## src/hdl/vps_pkg.sv

```systemverilog
// ----------------------------------------------------------------------------
// vps_pkg
// Shared types, constants and helpers of the Voronoi pixel shader.
// ----------------------------------------------------------------------------
package vps_pkg;

  // Field widths of the item channels
  localparam int unsigned IDX_W   = 5;
  localparam int unsigned COORD_W = 10;
  localparam int unsigned PAL_W   = 3;
  localparam int unsigned COLOR_W = 24;
  localparam int unsigned DIST_W  = 2 * COORD_W + 1;

  // Shading constants
  localparam logic [COLOR_W-1:0] EDGE_COLOR = 24'h0B0E16;
  localparam logic [7:0]         SHADE_MAX  = 8'd255;
  localparam logic [7:0]         SHADE_MIN  = 8'd70;
  // Distance at which d/90 exceeds SHADE_MAX - SHADE_MIN (186 * 90)
  localparam logic [DIST_W-1:0]  FAR_LIMIT  = 21'd16740;
  // Reciprocal of 90 at 2^21, exact for every distance below FAR_LIMIT
  localparam logic [14:0]        RECIP_90   = 15'd23302;
  localparam int unsigned        RECIP_SH   = 21;

  localparam logic [COLOR_W-1:0] PALETTE [8] = '{
    24'hD4AF37, 24'h4E93C8, 24'hC8664E, 24'h5FA87A,
    24'h9A6FC0, 24'hC9A24B, 24'h4EA0A0, 24'hB0526F
  };

  typedef enum logic {
    OP_LOAD  = 1'b0,
    OP_PIXEL = 1'b1
  } op_t;

  // One classified command between front and back
  typedef struct packed {
    op_t                op;
    logic [IDX_W-1:0]   site_index;
    logic [COORD_W-1:0] site_x;
    logic [COORD_W-1:0] site_y;
    logic [PAL_W-1:0]   site_palette;
    logic [COORD_W-1:0] pixel_x;
    logic [COORD_W-1:0] pixel_y;
    logic               in_row;
  } vps_cmd_t;

  // Front to queue
  typedef struct packed {
    logic     push;
    vps_cmd_t cmd;
  } vps_qpush_t;

  // Queue head to back
  typedef struct packed {
    logic     avail;
    vps_cmd_t cmd;
  } vps_qhead_t;

  // One site table entry
  typedef struct packed {
    logic [COORD_W-1:0] x;
    logic [COORD_W-1:0] y;
    logic [PAL_W-1:0]   pal;
  } vps_site_t;

  typedef enum logic [2:0] {
    BK_IDLE,
    BK_SCAN,
    BK_QUOT,
    BK_SCALE,
    BK_OUT
  } bk_state_t;

  // Exact floor(x / 255) for any x below 255 * 256, the 8-bit result range
  function automatic logic [7:0] div255(input logic [15:0] x);
    logic [16:0] s;
    s = 17'(x) + 17'(x[15:8]) + 17'd1;
    return s[15:8];
  endfunction

endpackage

```

## src/hdl/vps_queue.sv

```systemverilog
// ----------------------------------------------------------------------------
// vps_queue
// Two-entry command queue between the front and the back.
// ----------------------------------------------------------------------------
module vps_queue (
  input  logic                clk,
  input  logic                rst_n,
  input  vps_pkg::vps_qpush_t q_push,
  output logic                q_full,
  output vps_pkg::vps_qhead_t q_head,
  input  logic                q_pop
);
  import vps_pkg::*;

  vps_cmd_t    mem_r [2];
  logic        wr_ptr_r, wr_ptr_nxt;
  logic        rd_ptr_r, rd_ptr_nxt;
  logic [1:0]  cnt_r, cnt_nxt;
  logic        do_push;
  logic        do_pop;

  assign q_full       = cnt_r == 2'd2;
  assign q_head.avail = cnt_r != 2'd0;
  assign q_head.cmd   = mem_r[rd_ptr_r];

  assign do_push = q_push.push && !q_full;
  assign do_pop  = q_pop && q_head.avail;

  // Advance pointers and fill count
  always_comb begin
    wr_ptr_nxt = do_push ? !wr_ptr_r : wr_ptr_r;
    rd_ptr_nxt = do_pop ? !rd_ptr_r : rd_ptr_r;
    cnt_nxt    = cnt_r + 2'(do_push) - 2'(do_pop);
  end

  always_ff @(posedge clk) begin
    if (!rst_n) begin
      wr_ptr_r <= 1'b0;
      rd_ptr_r <= 1'b0;
      cnt_r    <= 2'd0;
    end else begin
      wr_ptr_r <= wr_ptr_nxt;
      rd_ptr_r <= rd_ptr_nxt;
      cnt_r    <= cnt_nxt;
    end
  end

  // Store the pushed command
  always_ff @(posedge clk) begin
    if (do_push) begin
      mem_r[wr_ptr_r] <= q_push.cmd;
    end
  end

endmodule

```

## config.mk

```make
export PLATFORM = sky130hd
export DESIGN_NAME = vps_queue
export DESIGN_NICKNAME = d
export VERILOG_FILES = /design/src/hdl/vps_pkg.sv /design/src/hdl/vps_queue.sv
export SDC_FILE = /design/constraint.sdc
export NUM_CORES = 1
export LEC_CHECK = 0
export ABC_AREA = 1
export BUFFER_PORTS_ARGS = -buffer_cell sky130_fd_sc_hd__clkbuf_2
export CAP_MARGIN = 15
export CORE_UTILIZATION = 45
export CTS_CLUSTER_SIZE = 40
export DETAILED_ROUTE_END_ITERATION = 8
export HOLD_SLACK_MARGIN = 0.12
export PLACE_DENSITY = 0.71
export RECOVER_POWER = 25
export SLEW_MARGIN = 20
export SYNTH_ARGS = -nofsm -noshare
export SYNTH_HDL_FRONTEND = slang
export SYNTH_SLANG_ARGS = --single-unit
```

## constraint.sdc

```tcl
create_clock -name clk -period 4.1 [get_ports clk]
set_input_delay 0 -clock clk [delete_from_list [all_inputs] [get_ports clk]]
set_output_delay 0 -clock clk [all_outputs]
set_load 0.05 [all_outputs]
```

==> out/metrics.csv <==
stage,metric,value,unit
timing,rsz0062_at_grt,no,
synth,synth-simple-area-share,1.92,%
synth,syn-num-nets,249,
timing,fin_crit,1.97,ns
global_routing,overflow,0,
synth,yosys.area.top_type,edfxtp_1,
floorplanning,io_pins,106,
route,viasPerCell,4.67,
placement,place_hpwl,4.04,mm
clock_network,cts_resized,0,
final_layout,final_common_cell,edfxtp_1,
synth,synth_mux_area_share,18.3,%
clock_network,cts_hold_buf,53,
run_status,outcome,"complete, no violations",
power_and_ir_drop,p_comb_share,36.7,%
route,detail_route.wl_per_cell,14.7,um
power_and_ir_drop,clockPowerShare,19.7,%
setup_path,path_cells,mux2_4 -> clkbuf_2,
setup_path,crit_slowest_cell,dfxtp_4,
setup_path,cp_slowest_stage_delay,1.00,ns
clock_network,post_cts_buffers,0,
timing,worst_pin_slew,0.957,ns
power_and_ir_drop,p_int,0.00213,W
final_layout,fillCellCount,664,
setup_path,path_max_fanout,50,
synth,synth_compound_area_share,0.244,%
timing,finClkSkew,0.00990,ns
global_routing,grt_util_all_layers,14.8,%
route,drt_iter0_drc,45,
synth,synth_top_area_share,73.1,%
floorplanning,core.rowCount,34,
setup_path,timing_worst_setup_path_type,flop to output port,
timing,drv_slew,0,
floorplanning,die_h,97.6,um
synth,avgSynthCellArea,21.3,um^2
final_layout,final_cell_mix,"edfxtp_1, clkbuf_2, dlygate4sd3_1, mux2_4, clkbuf_1",
clock_network,cts.path.max_buffers,2,
global_routing,grt_pass1_vias,2342,
synth,synth_xor_area_share,0,%
power_and_ir_drop,power_frac_seq,43.6,%
route,drc,0,
power_and_ir_drop,leakagePower,2.16,nW
floorplanning,fp.dieW,97.6,um
timing,tns,0,ns
final_layout,seqCellArea,3110,um^2
final_layout,antenna_cells,0,
route,drtPass1Iterations,4,
clock_network,clk_pin_slew,0.10,ns
global_routing,antenna_found_initial,0,
clock_network,cts_tree,yes,
setup_path,required,4.10,ns
synth,synth_top_cells_by_area,"edfxtp_1, mux2_4, buf_12, dfxtp_1, nand2_1",
synth,syn_inst,193,
placement,routabilityCongestion,0.703,
power_and_ir_drop,swShare,37.1,%
timing,fmax,508,MHz
power_and_ir_drop,power_density,626,nW/um^2
clock_network,cts_buffers,9,
timing,whs,0.363,ns
synth,ys_seq_area_share,75.5,%
clock_network,cts_root_buffer,clkbuf_8,
clock_network,cts_num_sinks,105,
final_layout,multiInputGateArea,872,um^2
timing,timing.final.hold_violations,0,
min_path,min_path_type,primary input to flop,
power_and_ir_drop,ir_worst_vdd,0.000370,V
synth,synth_fa_ha_area_share,0.609,%
setup_path,end_kind,output port,
floorplanning,initial_core_util,46.9,%
synth,synth_top_family_by_area,multiplexers,
global_routing,grt_max_degree,51,
placement,port_buffers,105,
synth,ys_ff_latch,105,
final_layout,drive_above_1_share,42.5,%
global_routing,grt_first_pass_wirelength,10.8,mm
synth,syn-cell-area,4110,um^2
floorplanning,core_area,8760,um^2
timing,finalCritPeriodShare,48.0,%
clock_network,cts_max_level,3,
final_layout,nets,414,
synth,ys_types,11,
final_layout,syn2layout_area_growth,31.9,%
setup_path,cp.arrival,1.97,ns
timing,max_slew_margin,36.2,%
setup_path,cp-start-kind,flop,
timing,setup_viol,0,
route,antenna_left,0,
clock_network,clkLatencyLatePin,0.36,ns
floorplanning,die_area,9520,um^2
power_and_ir_drop,p_sw,0.00126,W
flow_run,max_cap_violations,0,
route,vias,2195,
route,drt-total-wl,6.92,mm
synth,synth_warnings,0,
metal layers:
layer	part of all wire (%)	global-route usage, %	wire length (um)
met1	43	16.6	2950
met2	51	26.7	3530
met3	4.9	3.60	336
met4	1.5	6.33	105
met5	0	0	0
metrics by stage:
step / total power (W) / utilization [%] / area (um^2) / worst slack (ns) / cells
detailed placement: 0.00271 / 53.4 / 4680 / 1.84 / 401
finish: 0.00339 / 61.9 / 5420 / 2.13 / 470
CTS: 0.00341 / 61.8 / 5420 / 1.83 / 469
global route: 0.00352 / 61.9 / 5420 / 2.04 / 470
floorplan: 0.00252 / - / 4110 / 0.986 / 193
global placement: 0.00269 / 53.4 / 4680 / 1.92 / 401
synth_stat cells (all sizes together):
master    n
buf       6
edfxtp  100
inv       8
a21oi     2
mux2     50
ha        2
nand2     9
nand3     3
nor2      8
dfxtp     5
sequential cells by signal (all words and copies together), names as in the netlist, named ones only:
register and cells:
rd_ptr_r 1, cnt_r 2, wr_ptr_r 1, mem_r 100
critical path: cells and delay by family (launching register included):
| kind | cells | cell delay, ns |
|---|---|---|
| buffers and inverters | 1 | 0.24 |
| muxes | 1 | 0.36 |
| DFF | 1 | 1.00 |
final cells by class:
class	count	area share [%]
clock inverters	5	1.48
repair buffers	160	19.7
flip-flops and latches	105	57.3
inverters	8	0.577
multi-input cells	74	16.1
well taps	108	2.49
clock buffers	10	2.35
cells by family after synthesis:
family	count (synthesis)
AO/OA/AOI/OAI	2
flip-flops	105
buffers and inverters	14
multiplexers	50
adder cells (fa/ha/maj)	2
AND/OR/NAND/NOR	20
power groups by stage:
stage	Sequential (W)	Clock, W	Combinational, W
after floorplan	0.00142	0	0.00110
after detailed placement	0.00151	0	0.00120
final	0.00148	0.000669	0.00124
after global placement	0.00150	0	0.00119
after CTS	0.00149	0.000683	0.00124
after global routing	0.00150	0.000714	0.00131
final timing paths:
| path | endpoint | start | slack [ns] | cells past startpoint |
|---|---|---|---|---|
| worst min register to register | rd_ptr_r | rd_ptr_r | 0.52 | 2 |
| worst max-delay path | q_head[49] | flop | 2.13 | 2 |
| worst max register to register | mem_r[0][18] | cnt_r[0] | 2.19 | 6 |
| worst min-delay path | mem_r[1][17] | q_push[17] | 0.36 | 2 |
Power figures use the tool's default switching activity.
